--- config.mk ---
export PLATFORM = sky130hd
export DESIGN_NAME = humidity_temperature_frame_decoder_core
export DESIGN_NICKNAME = d
export VERILOG_FILES = /design/src/rtl/core/htfd_pkg.sv /design/src/rtl/core/htfd_crc3.sv /design/src/rtl/core/humidity_temperature_frame_decoder_core.sv
export VERILOG_INCLUDE_DIRS = /design/src /design/src/rtl/core
export SDC_FILE = /design/constraint.sdc
export NUM_CORES = 1
export LEC_CHECK = 0
export ABC_AREA = 1
export BUFFER_PORTS_ARGS = -buffer_cell sky130_fd_sc_hd__buf_2
export CORE_UTILIZATION = 30
export DETAILED_ROUTE_END_ITERATION = 7
export PLACE_DENSITY_LB_ADDON = 0.3
export RECOVER_POWER = 50
export SLEW_MARGIN = 40
export SYNTH_ARGS = -nofsm -noshare
export SYNTH_HDL_FRONTEND = slang
export SYNTH_SLANG_ARGS = --single-unit
--- constraint.sdc ---
create_clock -name i_clk -period 5 [get_ports i_clk]
set_clock_uncertainty 0.1 [all_clocks]
set_input_delay 0.25 -clock i_clk [delete_from_list [all_inputs] [get_ports i_clk]]
set_output_delay 0.25 -clock i_clk [all_outputs]
set_load 0.005 [all_outputs]
--- src/rtl/core/humidity_temperature_frame_decoder_core_assert.svh ---
// Assertion macros shared by the frame decoder RTL.
`ifndef HUMIDITY_TEMPERATURE_FRAME_DECODER_CORE_ASSERT_SVH
`define HUMIDITY_TEMPERATURE_FRAME_DECODER_CORE_ASSERT_SVH

// Same-cycle implication, checked on every rising clock edge outside reset.
`define HTFD_ASSERT_IMPLIES(label, clk, rst_n, ante, cons) \
    label: assert property (@(posedge clk) disable iff (!(rst_n)) (ante) |-> (cons)) \
        else $error("frame decoder assertion failed");

// Next-cycle implication, checked on every rising clock edge outside reset.
`define HTFD_ASSERT_NEXT(label, clk, rst_n, ante, cons) \
    label: assert property (@(posedge clk) disable iff (!(rst_n)) (ante) |=> (cons)) \
        else $error("frame decoder assertion failed");

`endif

--- src/rtl/core/htfd_pkg.sv ---
// Types, constants and the CRC-8 byte update shared by the frame decoder.
package htfd_pkg;

    // Status byte check: busy bit clear and both ready bits set.
    localparam logic [7:0] STATUS_MASK  = 8'h98;
    localparam logic [7:0] STATUS_READY = 8'h18;

    // CRC-8, polynomial 0x31, seed 0xFF, MSB first, no final XOR.
    localparam logic [7:0] CRC_POLY = 8'h31;
    localparam logic [7:0] CRC_INIT = 8'hFF;

    // Conversion scales applied to the 20-bit raw codes.
    localparam logic [14:0] TEMP_SCALE  = 15'd20000;
    localparam logic [9:0]  HUM_SCALE   = 10'd1000;
    localparam logic [14:0] TEMP_OFFSET = 15'd5000;

    // Plausible temperature window, expressed on the scaled code before the
    // offset is removed (-4000 + 5000 and 8500 + 5000).
    localparam logic [14:0] SCALED_MIN = 15'd1000;
    localparam logic [14:0] SCALED_MAX = 15'd13500;

    // Result codes.
    typedef enum logic [1:0] {
        ERR_OK     = 2'd0,
        ERR_STATUS = 2'd1,
        ERR_CRC    = 2'd2,
        ERR_RANGE  = 2'd3
    } t_err;

    // Advances the CRC by one data byte, one bit per step.
    function automatic logic [7:0] crc8_byte(input logic [7:0] crc_in,
                                             input logic [7:0] data);
        logic [7:0] c;
        c = crc_in ^ data;
        for (int b = 0; b < 8; b++) begin
            if (c[7]) begin
                c = {c[6:0], 1'b0} ^ CRC_POLY;
            end else begin
                c = {c[6:0], 1'b0};
            end
        end
        return c;
    endfunction

endpackage

--- src/rtl/core/htfd_crc3.sv ---
// Advances the CRC-8 over three frame bytes, most significant byte first.
module htfd_crc3 (
    input  logic [7:0]  i_crc,
    input  logic [23:0] i_bytes,
    output logic [7:0]  o_crc
);

    logic [7:0] crc_1;
    logic [7:0] crc_2;

    // Three chained byte updates.
    always_comb begin
        crc_1 = htfd_pkg::crc8_byte(i_crc, i_bytes[23:16]);
        crc_2 = htfd_pkg::crc8_byte(crc_1, i_bytes[15:8]);
        o_crc = htfd_pkg::crc8_byte(crc_2, i_bytes[7:0]);
    end

endmodule

--- src/rtl/core/humidity_temperature_frame_decoder_core.sv ---
// Top level of the humidity and temperature response frame decoder.
//
// Takes one 7-byte sensor response frame per item and returns one decoded
// result per item: temperature in hundredths of a degree, humidity in tenths
// of a percent, a valid flag and an error code (status fault, CRC mismatch or
// temperature out of range). The block is a four-stage pipeline (input
// register, status check and CRC over bytes 0..2, CRC over bytes 3..5 with the
// two constant multiplies, then offset, range check and the output register),
// so a new item can be taken in every cycle while the output is not stalled.
// An output stall holds every occupied stage in place while empty stages still
// fill, so the input keeps accepting items until all four stages are full.
module humidity_temperature_frame_decoder_core (
    input  logic               i_clk,
    input  logic               i_rst_n,
    // Input channel.
    input  logic               i_in_valid,
    output logic               o_in_ready,
    input  logic [55:0]        i_frame,
    // Output channel.
    output logic               o_out_valid,
    input  logic               i_out_ready,
    output logic signed [14:0] o_temperature_centi_c,
    output logic [9:0]         o_humidity_tenths_pct,
    output logic               o_sample_valid,
    output logic [1:0]         o_error_code
);

    `include "humidity_temperature_frame_decoder_core_assert.svh"

    // Stage valid bits.
    logic r_a_valid;
    logic r_b_valid;
    logic r_c_valid;
    logic r_d_valid;

    // Per-stage advance enables.
    logic adv_a;
    logic adv_b;
    logic adv_c;
    logic adv_d;

    // Stage A: captured frame.
    logic [55:0] r_a_frame;

    // Stage B: status check and first half of the CRC.
    logic [7:0]  n_b_crc;
    logic [7:0]  r_b_crc;
    logic        r_b_status_ok;
    logic [19:0] r_b_raw_h;
    logic [31:0] r_b_low;

    // Stage C: CRC result and scaled products.
    logic [7:0]       n_c_crc;
    htfd_pkg::t_err   n_c_err;
    htfd_pkg::t_err   r_c_err;
    logic [34:0]      r_c_prod_t;
    logic [29:0]      r_c_prod_h;

    // Stage D: output register.
    logic [14:0]      c_scaled_t;
    logic             c_in_range;
    logic [14:0]      n_d_temp;
    logic [9:0]       n_d_hum;
    logic             n_d_valid_flag;
    htfd_pkg::t_err   n_d_err;
    logic [14:0]      r_d_temp;
    logic [9:0]       r_d_hum;
    logic             r_d_valid_flag;
    htfd_pkg::t_err   r_d_err;

    // Shorthand terms for the checks at the end.
    logic chk_flag_ok;
    logic chk_rejected;
    logic chk_zero_vals;
    logic chk_out_blocked;

    // A stage moves when it is empty or the stage after it moves.
    assign adv_d      = !r_d_valid || i_out_ready;
    assign adv_c      = !r_c_valid || adv_d;
    assign adv_b      = !r_b_valid || adv_c;
    assign adv_a      = !r_a_valid || adv_b;
    assign o_in_ready = adv_a;

    // Valid bits travel with the data.
    always_ff @(posedge i_clk) begin
        if (!i_rst_n) begin
            r_a_valid <= 1'b0;
            r_b_valid <= 1'b0;
            r_c_valid <= 1'b0;
            r_d_valid <= 1'b0;
        end else begin
            if (adv_a) r_a_valid <= i_in_valid;
            if (adv_b) r_b_valid <= r_a_valid;
            if (adv_c) r_c_valid <= r_b_valid;
            if (adv_d) r_d_valid <= r_c_valid;
        end
    end

    // Stage A: register the incoming frame.
    always_ff @(posedge i_clk) begin
        if (adv_a) begin
            r_a_frame <= i_frame;
        end
    end

    // Stage B: CRC over the status byte and the next two bytes.
    htfd_crc3 u_crc_hi (
        .i_crc   (htfd_pkg::CRC_INIT),
        .i_bytes (r_a_frame[55:32]),
        .o_crc   (n_b_crc)
    );

    always_ff @(posedge i_clk) begin
        if (adv_b) begin
            r_b_crc       <= n_b_crc;
            r_b_status_ok <= (r_a_frame[55:48] & htfd_pkg::STATUS_MASK)
                             == htfd_pkg::STATUS_READY;
            r_b_raw_h     <= r_a_frame[47:28];
            r_b_low       <= r_a_frame[31:0];
        end
    end

    // Stage C: finish the CRC over bytes three to five and compare.
    htfd_crc3 u_crc_lo (
        .i_crc   (r_b_crc),
        .i_bytes (r_b_low[31:8]),
        .o_crc   (n_c_crc)
    );

    // The status fault takes precedence over a CRC mismatch.
    always_comb begin
        if (!r_b_status_ok) begin
            n_c_err = htfd_pkg::ERR_STATUS;
        end else if (n_c_crc != r_b_low[7:0]) begin
            n_c_err = htfd_pkg::ERR_CRC;
        end else begin
            n_c_err = htfd_pkg::ERR_OK;
        end
    end

    // Constant multiplies on the raw codes.
    always_ff @(posedge i_clk) begin
        if (adv_c) begin
            r_c_err    <= n_c_err;
            r_c_prod_t <= 35'(r_b_low[27:8]) * 35'(htfd_pkg::TEMP_SCALE);
            r_c_prod_h <= 30'(r_b_raw_h) * 30'(htfd_pkg::HUM_SCALE);
        end
    end

    // Stage D: remove the offset, check the window, zero rejected frames.
    assign c_scaled_t = r_c_prod_t[34:20];
    assign c_in_range = (c_scaled_t >= htfd_pkg::SCALED_MIN)
                     && (c_scaled_t <= htfd_pkg::SCALED_MAX);

    always_comb begin
        n_d_temp       = '0;
        n_d_hum        = '0;
        n_d_valid_flag = 1'b0;
        n_d_err        = r_c_err;
        if (r_c_err == htfd_pkg::ERR_OK) begin
            n_d_temp = c_scaled_t - htfd_pkg::TEMP_OFFSET;
            n_d_hum  = r_c_prod_h[29:20];
            if (c_in_range) begin
                n_d_valid_flag = 1'b1;
            end else begin
                n_d_err = htfd_pkg::ERR_RANGE;
            end
        end
    end

    always_ff @(posedge i_clk) begin
        if (adv_d) begin
            r_d_temp       <= n_d_temp;
            r_d_hum        <= n_d_hum;
            r_d_valid_flag <= n_d_valid_flag;
            r_d_err        <= n_d_err;
        end
    end

    // Output ports.
    assign o_out_valid           = r_d_valid;
    assign o_temperature_centi_c = $signed(r_d_temp);
    assign o_humidity_tenths_pct = r_d_hum;
    assign o_sample_valid        = r_d_valid_flag;
    assign o_error_code          = r_d_err;

    // Terms used by the checks below.
    assign chk_flag_ok     = (r_d_valid_flag == (r_d_err == htfd_pkg::ERR_OK));
    assign chk_rejected    = r_d_valid && ((r_d_err == htfd_pkg::ERR_STATUS)
                                        || (r_d_err == htfd_pkg::ERR_CRC));
    assign chk_zero_vals   = (r_d_temp == '0) && (r_d_hum == '0);
    assign chk_out_blocked = r_d_valid && !i_out_ready;

    // The flag and the error code must agree on every delivered item.
    `HTFD_ASSERT_IMPLIES(a_flag_matches_code, i_clk, i_rst_n, r_d_valid, chk_flag_ok)
    // Rejected frames carry zero values.
    `HTFD_ASSERT_IMPLIES(a_reject_zero, i_clk, i_rst_n, chk_rejected, chk_zero_vals)
    // The input side only stalls when a finished item waits at the output.
    `HTFD_ASSERT_IMPLIES(a_stall_only_when_full, i_clk, i_rst_n, !o_in_ready, chk_out_blocked)
    // An accepted item always lands in the first stage.
    `HTFD_ASSERT_NEXT(a_accept_fills_stage, i_clk, i_rst_n, i_in_valid && o_in_ready, r_a_valid)

endmodule
Word-level counts from Yosys, hierarchy flattened
Cells that the tools add are included.
- register bits after elaboration: 208
- bits in latches: 0
- bits in writable memories: 0
- ROM bits: 0
- input port bits: 60
- output and inout port bits: 30
- logic and storage cells: 140
- memories kept: 0
- add/subtract/negate cells: 1
- multipliers: 2
- divide/modulo/power cells: 0
- magnitude comparators: 2
- eq/ne operators: 2
- shift-type cells: 0
- mux-type cells: 52
- bitwise logic cells: 54
- reduce and logical (&&, ||, !) cells: 10
- operator list (operator ; count):
    $mux W6 ; 48
    $not A3 Y3 ; 48
    $xor A8 B8 Y8 ; 5
    $mul A20 B10 Y30 const B ; 1
    $mul A20 B7 Y27 const B ; 1
    $ge A15 B10 Y1 const B ; 1
    $le A15 B14 Y1 const B ; 1
    $sub A15 B13 Y15 const B ; 1
    $ne A8 B8 Y1 ; 1
    $not A8 Y8 ; 1
    $mux W2 ; 3
    $logic_not A1 Y1 ; 4
    $logic_or A1 B1 Y1 ; 4
    $eq A3 B2 Y1 const B ; 1
    $logic_not A2 Y1 ; 1
    $logic_and A1 B1 Y1 ; 1
    $mux W1 ; 1

Logic depth before layout (Yosys ltp)
Gate-level depths: netlist of run 1.
- depth after elaboration: 53
- depth in mapped cells: 30
- mapped depth without buffers: 30

By module
Synthesis of run 1 repeated with hierarchy kept, for this count alone.
- cells, all modules: 1898
- area total of the unflattened synthesis: 15914.0 um^2
- modules (own cells, without submodules) (module ; instances ; cells an instance ; area each (um^2) ; sequential area each (um^2)):
    humidity_temperature_frame_decoder_core ; 1 ; 1266 ; 12868.6 ; 5124.9
    htfd_crc3 ; 2 ; 316 ; 1522.7 ; 0.0

Least setup slack after synthesis of run 1
Ideal clock, no wire load.
- path type: register -> register
- start: reg r_b_low[12]
- end: reg r_c_prod_t[31], data pin
- library setup time: 259 ps
- arrival time: 4836 ps
- required time: 4641 ps
- path slack: -195 ps
- stages on the path, launching flop included: 26
- buffers on the path: 0
- clock period less this slack: 5195 ps
- path through: edfxtp_1 inv_1 fa_1 inv_1 ha_1 inv_1 fa_1 inv_1 ha_1 fa_1 ha_1 a21oi_1 o21ai_1 nand2_1 o211ai_1 a21oi_1 inv_1 a21oi_1 o21ai_1 a21oi_1 o21ai_1 a21o_1 a21boi_1 o21ai_0 nand2_1 nand2_1
- word-level cells in the longest chain between the ends: 1
- ends and longest elaborated chain (what ; RTL line ; RTL):
    start: declaration ; humidity_temperature_frame_decoder_core.sv:50 ; logic [31:0] r_b_low;
    start signal: assignment ; humidity_temperature_frame_decoder_core.sv:119 ; r_b_low <= r_a_frame[31:0];
    $mul A20 B10 Y30 ; humidity_temperature_frame_decoder_core.sv:145 ; r_c_prod_t <= 35'(r_b_low[27:8]) * 35'(htfd_pkg::TEMP_SCALE);
    end signal: assignment ; humidity_temperature_frame_decoder_core.sv:145 ;
    end: declaration ; humidity_temperature_frame_decoder_core.sv:56 ; logic [34:0] r_c_prod_t;
No other way between the ends.
A chain may end at the register's enable or synchronous reset.

Worst setup path in the final report of run 1
- start: reg r_b_low[16]
- end: reg r_c_prod_t[31], data pin
The elaborated chain is that of the path after synthesis.

==> key figures, run 1 <==
Critical path
  • Reg2reg start: r_b_low[16]
  • CP Launch Type: flip-flop
  • Max stage delay on crit path: 0.53 ns
  • Crit path max-delay cell type: fa_1
  • Levels on crit path: 24
  • Setup Crit Path Kind: flip-flop to flip-flop
  • R2R Setup Slk: 0.01 ns
  • Cell family with most CP delay: adder cells
  • Worst Path Arrival: 5.09 ns
  • Critical path required time: 5.11 ns
  • CP Cell Sequence: inv_2 -> buf_4 -> fa_1 -> inv_1 -> ha_2 -> fa_1 -> ha_4 -> fa_1 -> ha_1 -> nand2_2 -> nor2_1 -> nand2_1 -> o211ai_1 -> a21oi_2 -> inv_1 -> a21oi_2 -> o21ai_2 -> a21oi_2 -> o21ai_2 -> a21o_1 -> a21boi_2 -> o21ai_1 -> nand2_1 -> nand2_1
  • Worst-path maximum fanout: 5
  • Worst Setup End Kind: flip-flop
  • Setup crit end: r_c_prod_t[31]
  • Worst Setup SP: r_b_low[16]
  • Crit path buf inv count: 4
  • R2r endpoint: r_c_prod_t[31]
  • Reg2reg path depth: 24

Timing
  • Min Clock Period, post-route: 4.99 ns
  • Final number of hold-violating endpoints: 0
  • Final Cycle Share: 99.7%
  • RSZ-0062 raised after global routing: true
  • Fmax: 201 MHz
  • Actual slew at the worst max-slew pin: 1.54 ns
  • Setup violations, final: 0
  • Worst setup margin: 0.0145 ns
  • Slew Limit Fails: 31
  • Slew headroom: -2.77%

Floorplanning
  • Initial Util: 30.7%
  • Die footprint: 45400 um2
  • # rows: 76
  • Ports: 90
  • Die W: 213 um
  • Core Box Area: 43600 um2
  • Die Y: 213 um

Status
  • Status: finished, violations left
  • Failing checks: capacitance limit, slew limit

CTS
  • Latest clock arrival within the worst-skew pair: 0.46 ns
  • Num CTS Buffers: 17
  • H-tree depth: 4
  • TritonCTS clock tree: yes
  • Clock tree sinks: 172
  • Clk buf depth: 2
  • Clk slew on worst S/H paths: 0.07 ns
  • CTS root buf: clkbuf_16

Cells and area
  • Post-Layout Cell Count: 2111
  • Reg area: 5120 um2
  • Filler cells: 4382
  • Area Overhead vs Synth: 21.2%
  • Layout net count: 1829
  • Multi-input logic area: 7260 um2
  • Share of post-route cells with drive strength above 1: 13.4%
  • # diodes: 0
  • Final Cell Area: 16200 um2

Drt
  • Post-DRT Antenna Nets: 0
  • Vias per inst: 4.20
  • Via count: 8870
  • Routed wire per std cell: 12.9 um
  • Drt pass-1 iters: 5
  • Routed Wire Length: 27200 um
  • DR iter-0 viols: 362
  • # DRC: 0

Logic synthesis
  • Syn nets: 1611
  • Adder-Cell Fraction of Synth Area: 30.4%
  • Compound-cell area share of the yosys netlist: 3.98%
  • Largest family of logic cells by synthesized area: adder cells
  • Synth Instances: 1295
  • #FFs+latches synth: 172
  • Sequential area share after synthesis: 38.3%
  • Multiplexer share of the synthesized area: 0%
  • Simple-gate portion of the synthesized area: 11.9%
  • Post-synth cell types: 41
  • Synthesized area: 13400 um2
  • Synth Area in XOR/XNOR: 6.97%
  • Post-Syn Area per Cell: 10.3 um2
  • Synth warn: 0

GRT
  • First-pass GRT wire length: 44800 um
  • Pin count of the biggest net entering global routing: 44
  • Initial antenna violation count: 2
  • Gr usage total: 12.8%
  • Grt total ovfl: 0
  • Vias in the first global route: 9087

Pwr
  • Pwr per Cell Area: 609 nW/um2
  • Static leakage: 0.00785 uW
  • Peak VDD IR: 0.000373 V
  • Final Total Pwr: 9880 uW

Flow run
  • MaxCap Viol Count: 1

Place
  • Routability Congestion: 0.830
  • Pre-CTS WS: -0.0469 ns
  • Placed cell areas: 14900 um2
  • Post-detail-place hpwl: 22300 um
  • Cell count after placement: 2013
  • IO Port Bufs: 89

Min path
  • WHS Path Cells: 0
  • Worst hold path type: flip-flop to flip-flop
-- Yosys cell counts --
library cell	count	area [um2]
a21oi_1	51	255
clkbuf_1	2	7.51
a211oi_1	2	15.0
o221ai_1	1	8.76
xnor3_1	1	22.5
nor3_1	5	25.0
a41o_1	1	10.0
nand3_1	68	340
edfxtp_1	168	5040
fa_1	115	2300
or2_1	1	6.26
or2_2	1	6.26
a2111oi_0	2	17.5
inv_1	287	1080
xnor2_2	5	81.3
nor2_4	1	11.3
a21boi_1	1	7.51
ha_1	141	1760
o21a_1	2	15.0
dfxtp_1	4	80.1
inv_2	10	37.5
o21bai_1	1	7.51
nor4_1	3	18.8
o21ai_0	20	100
a31oi_1	3	18.8
nand2_4	2	22.5
o21ai_1	3	15.0
nand2_2	2	12.5
a21o_1	2	15.0
xnor2_4	1	27.5
xor2_2	6	97.6
and3_1	1	6.26
nand2_1	249	935
nand3b_1	3	22.5
o41ai_1	1	8.76
nor2_1	44	165
o211ai_1	5	37.5
xnor2_1	28	245
nand4_1	4	25.0
xor2_4	2	55.1
xor2_1	46	403
-- registers in the layout, summed over array words and instances, names as in the netlist, 2 cells and up --
signal and flops:
r_b_crc 8, o_error_code 2, r_a_frame 56, r_b_raw_h 20, o_humidity_tenths_pct 10, r_c_prod_h 10, r_c_prod_t 15, r_c_err 2
r_b_low 28, o_temperature_centi_c 15
-- kinds of logic after synthesis --
family | after synthesis
XOR/XNOR | 89
AND/OR/NAND/NOR | 384
buffers and inverters | 299
AO/OA/AOI/OAI | 95
adder cells (fa/ha/maj) | 256
flip-flops | 172
-- worst min-delay path by stage --
stage            startpoint           end  slack (ns)
3_3_place_gp   r_a_frame[7]    r_b_low[7]        0.31
3_5_place_dp   r_a_frame[4]    r_b_low[4]        0.31
5_1_grt        r_a_frame[4]    r_b_low[4]        0.33
2_1_floorplan    i_frame[0]  r_a_frame[0]        0.25
6_report       r_a_frame[7]    r_b_low[7]        0.32
4_1_cts        r_a_frame[4]    r_b_low[4]        0.32
-- through the flow --
| step | util [%] | TNS (ns) | hold slack [ns] |
|---|---|---|---|
| global route | 37.2 | -0.948 | 0.327 |
| finish | 37.2 | 0 | 0.322 |
| floorplan | - | 0 | 0.249 |
| global placement | 34.2 | -0.00183 | 0.306 |
| detailed placement | 34.2 | -0.0674 | 0.306 |
| CTS | 37.0 | 0 | 0.322 |
-- report_power, final --
part | leakage [uW] | switching (uW) | internal (uW)
Clock | 0.000277 | 609 | 743
Sequential | 0.00185 | 138 | 2030
Combinational | 0.00572 | 3800 | 2560
-- what timing repair did --
action | CTS | global route
endpoints found under the setup margin | 3 | 13
hold endpoints to repair | 60 | 0
pin swaps | 3 | 24
gates resized for setup | 4 | 30
hold buffers | 58 | 0
buffers inserted | 1 | 7
-- routing by layer --
| layer | wire length (um) | vias to the layer above | part of all wire [%] | GRT usage, % |
|---|---|---|---|---|
| met5 | 0 | - | 0 | 0 |
| met4 | 554 | 0 | 2.0 | 5.12 |
| met3 | 649 | 27 | 2.4 | 1.71 |
| met2 | 12800 | 112 | 47 | 21.1 |
| met1 | 13200 | 4162 | 48 | 17.0 |
| li1 | - | 4569 | - | - |
-- cell usage in the layout (no fill, tap or decap), types with 6 or more instances in the layout --
| cell | netlist | layout |
|---|---|---|
| inv_1 | 287 | 277 |
| nand2_1 | 249 | 246 |
| edfxtp_1 | 168 | 168 |
| ha_1 | 141 | 133 |
| fa_1 | 115 | 114 |
| nand3_1 | 68 | 68 |
| buf_2 | 0 | 61 |
| dlygate4sd3_1 | 0 | 58 |
| buf_4 | 0 | 50 |
| a21oi_1 | 51 | 46 |
| xor2_1 | 46 | 46 |
| nor2_1 | 44 | 44 |
| clkbuf_1 | 2 | 29 |
| xnor2_1 | 28 | 28 |
| inv_2 | 10 | 20 |
| clkbuf_16 | 0 | 17 |
| o21ai_0 | 20 | 14 |
| o21ai_1 | 3 | 7 |
| xor2_2 | 6 | 6 |
| ha_4 | 0 | 6 |
-- layout make-up --
cell class | instances | area share [%]
multi-input combinational | 824 | 44.8
sequential | 172 | 31.6
timing repair buffer | 201 | 8.62
inverter | 297 | 6.87
tap | 585 | 4.51
clock buffer | 17 | 2.62
clock inverter | 15 | 0.988
Note: power is estimated with default switching activity, not from simulation.
==> run 2, diff against run 1 <==
--- a/config.mk
+++ b/config.mk
@@ -6,7 +6,7 @@
 export SDC_FILE = /design/constraint.sdc
 export NUM_CORES = 1
 export LEC_CHECK = 0
-export ABC_AREA = 1
+export ABC_AREA = 0
 export BUFFER_PORTS_ARGS = -buffer_cell sky130_fd_sc_hd__buf_2
 export CORE_UTILIZATION = 30
 export DETAILED_ROUTE_END_ITERATION = 7
==> key figures, run 2 <==
Status
  • Status: finished, violations left
  • Failing checks: DRC

Floorplanning
  • Initial Util: 30.6% (-0.15 points)
  • Core Box Area: 41100 um2 (-5.6%)
  • Die footprint: 42700 um2 (-6.0%)
  • Die W: 207 um (-3.1%)
  • Die Y: 207 um (-3.1%)
  • Ports: 90 (unchanged)
  • # rows: 74 (-2.6%)

Critical path
  • Reg2reg path depth: 18 (-25%)
  • R2r endpoint: r_c_prod_t[34]
  • R2R Setup Slk: 0.13 ns (+0.11 ns)
  • Crit path max-delay cell type: fa_1
  • Cell family with most CP delay: adder cells
  • CP dominant cell by count: fa_1
  • Worst Setup SP: r_b_low[17]
  • CP Launch Type: flip-flop
  • Worst Path Arrival: 4.96 ns (-0.13 ns)
  • Worst-path maximum fanout: 4 (-1)
  • Setup Crit Path Kind: flip-flop to flip-flop
  • CP Cell Sequence: inv_2 -> fa_1 -> inv_2 -> ha_4 -> fa_1 -> ha_1 -> inv_1 -> fa_1 -> inv_1 -> ha_4 -> and3_4 -> a221oi_4 -> o21ai_1 -> nand2_1 -> o311ai_4 -> a2111oi_4 -> o31ai_4 -> xor2_1
  • Reg2reg start: r_b_low[17]
  • Critical path required time: 5.09 ns (-0.02 ns)
  • Max stage delay on crit path: 0.50 ns (-0.03 ns)
  • Crit path buf inv count: 4 (unchanged)
  • Worst Setup End Kind: flip-flop

Place
  • IO Port Bufs: 89 (unchanged)
  • Routability Congestion: 0.785 (-5.4%)
  • Post-detail-place hpwl: 19200 um (-14%)
  • Placed cell areas: 14400 um2 (-3.7%)
  • Cell count after placement: 1702 (-15%)
  • Pre-CTS WS: -0.292 ns (-0.245 ns)

Pwr
  • Pwr per Cell Area: 570 nW/um2 (-6.4%)
  • Internal Power: 5460 uW (+2.4%)
  • NetSw: 3610 uW (-21%)
  • Logic pwr share: 62.6% (-1.7 points)
  • Power share of the clock group: 14.4% (+0.7 points)
  • Peak VDD IR: 0.000431 V (+15%)
  • Flop pwr share: 23.1% (+1.1 points)
  • Sw frac: 39.8% (-6.2 points)
  • Static leakage: 0.00728 uW (-7.2%)

CTS
  • TritonCTS clock tree: yes
  • CTS root buf: clkbuf_16
  • Num CTS Buffers: 17 (unchanged)
  • Clock tree sinks: 172 (unchanged)
  • Clk slew on worst S/H paths: 0.08 ns (about the same)
  • Latest clock arrival within the worst-skew pair: 0.46 ns (about the same)
  • H-tree depth: 4 (unchanged)
  • Clk buf depth: 2 (unchanged)

Timing
  • Slew Limit Fails: 0 (-100%)
  • Actual slew at the worst max-slew pin: 1.42 ns (-0.125 ns)
  • Fmax: 205 MHz (+2.4%)
  • Worst setup margin: 0.129 ns (+0.115 ns)
  • Setup violations, final: 0 (unchanged)
  • RSZ-0062 raised after global routing: true
  • Slew headroom: 5.54% (+8.3 points)
  • Final number of hold-violating endpoints: 0 (unchanged)
  • Min Clock Period, post-route: 4.87 ns (-0.115 ns)
  • Final Cycle Share: 97.4% (-2.3 points)
  • Min Hold Slack: 0.0740 ns (-0.248 ns)

Logic synthesis
  • Synthesized area: 12600 um2 (-6.1%)
  • Post-Syn Area per Cell: 12.7 um2 (+23%)
  • Area leader, netlist: edfxtp_1
  • Synth warn: 0 (unchanged)
  • Post-synth cell types: 47 (+15%)
  • Synth top area cells: edfxtp_1 40%, fa_1 18%, ha_1 14%, xnor2_1 6.5%, inv_1 6.4%
  • Most frequent cell after synthesis: inv_1
  • Top cell type's share of synthesized area: 40.2% (+2.4 points)
  • Asr flop ratio synth: 0% (unchanged)
  • Post-synth top cells: 213 x inv_1, 168 x edfxtp_1, 141 x ha_1
  • #FFs+latches synth: 172 (unchanged)
  • Sequential area share after synthesis: 40.8% (+2.5 points)
  • Synth Instances: 991 (-23%)
  • Ys flop type: edfxtp_1
  • Number of enable flip-flop cells after synthesis: 168 (unchanged)
  • Syn nets: 1307 (-19%)

Flow run
  • MaxCap Viol Count: 0 (-1)

Cells and area
  • Top flop regs: r_a_frame x56, r_b_low x28, r_b_raw_h x20
  • Post-Layout Cell Count: 1802 (-15%)
  • Top reg by flops: r_a_frame
  • Share of post-route cells with drive strength above 1: 20.9% (+7.5 points)
  • Commonest cells after routing, fill and taps aside: 197 x inv_1, 168 x edfxtp_1, 126 x ha_1
  • Area Overhead vs Synth: 26.7%
  • Final Cell Area: 15900 um2 (-1.9%)
  • Largest register FFs: 56 (unchanged)
  • Layout net count: 1573 (-14%)
  • # diodes: 0 (unchanged)
  • Commonest non-fill, non-tap cell in the layout: inv_1

Drt
  • Vias per inst: 4.09 (-2.6%)
  • # DRC: 8 (+8)
  • Routed Wire Length: 24000 um (-12%)
  • Via count: 7374 (-17%)
  • Routed wire per std cell: 13.3 um (+3.3%)
  • Post-DRT Antenna Nets: 0 (unchanged)
  • DR iter-0 viols: 200 (-45%)
  • Drt pass-1 iters: 6 (+1)

Min path
  • Worst hold path type: primary input to flip-flop
  • WHS Endpoint: o_out_valid
  • Hold wc startpoint: i_out_ready
  • WHS Path Cells: 3 (+3)

GRT
  • First-pass GRT wire length: 39100 um (-13%)
  • Gr usage total: 11.9% (-0.90 points)
  • Initial antenna violation count: 1 (-1)
  • Grt total ovfl: 0 (unchanged)
  • Vias in the first global route: 7901 (-13%)
  • Pin count of the biggest net entering global routing: 58 (+32%)
[run 2: worst max-delay path by stage]
stage                endpoint  slack, ns  depth (start not counted)
5_1_grt        r_c_prod_t[34]      -0.11                         18
6_report       r_c_prod_t[34]       0.13                         18
2_1_floorplan  r_c_prod_h[29]       0.06                         15
4_1_cts        r_c_prod_t[34]      0.004                         20
3_5_place_dp   r_c_prod_h[29]      -0.29                         16
3_3_place_gp   r_c_prod_t[34]      -0.25                         20
[run 2: worst min-delay path: cells and delay by family]
kind            cells  cell delay (ns)
simple gates        1             0.07
compound gates      1             0.17
buf+inv             1             0.08
[run 2: per-stage QoR]
step / TNS (ns) / total power [uW] / util, %
finish: 0 / 9070 / 38.7
global route: -0.512 / 9970 / 38.7
CTS: 0 / 8950 / 38.1
detailed placement: -1.41 / 7370 / 34.9
global placement: -1.18 / 7300 / 34.9
floorplan: 0 / 6070 / -
[run 2: layout make-up]
type                    count  area, um2
fillers                  4020      25200
inverters                 213        800
multi-input cells         603       6980
clock buffers              20        437
well taps                 532        666
repair buffers            250       1780
flip-flops and latches    172       5120
clock inverters            12        129
[run 2: cells by family (layout without fill, tap and decap cells)]
family                   count (synthesis)  after routing  synth area share [%]
AND/OR/NAND/NOR                        124            124                  4.75
flip-flops                             172            172                  40.8
XOR/XNOR                               139            139                  11.1
AO/OA/AOI/OAI                           84             84                  4.55
adder cells (fa/ha/maj)                256            256                  32.4
buffers and inverters                  216            495                  6.45
[run 2: power groups by stage]
stage | Sequential, uW | Clock, uW | Combinational (uW)
after detailed placement | 2130 | 0 | 5240
after CTS | 2100 | 1360 | 5490
after global routing | 2120 | 1410 | 6440
final | 2090 | 1300 | 5680
after global placement | 2120 | 0 | 5170
after floorplan | 2100 | 0 | 3970
[run 2: routing by layer]
layer | global-route usage, % | share of wire, % | vias up
met5 | 0 | 0 | -
met4 | 4.39 | 1.4 | 0
met3 | 2.04 | 2.5 | 19
met2 | 19.1 | 46 | 83
met1 | 16.1 | 50 | 3477
li1 | - | - | 3795
[run 2: repair_timing]
item                                   in CTS  in global routing
hold buffers                               59                  0
endpoints found under the hold margin      60                  0
buffers inserted                            7                  4
setup endpoints to repair                   7                 10
pin swaps                                   8                 48
gates resized for setup                    23                 48
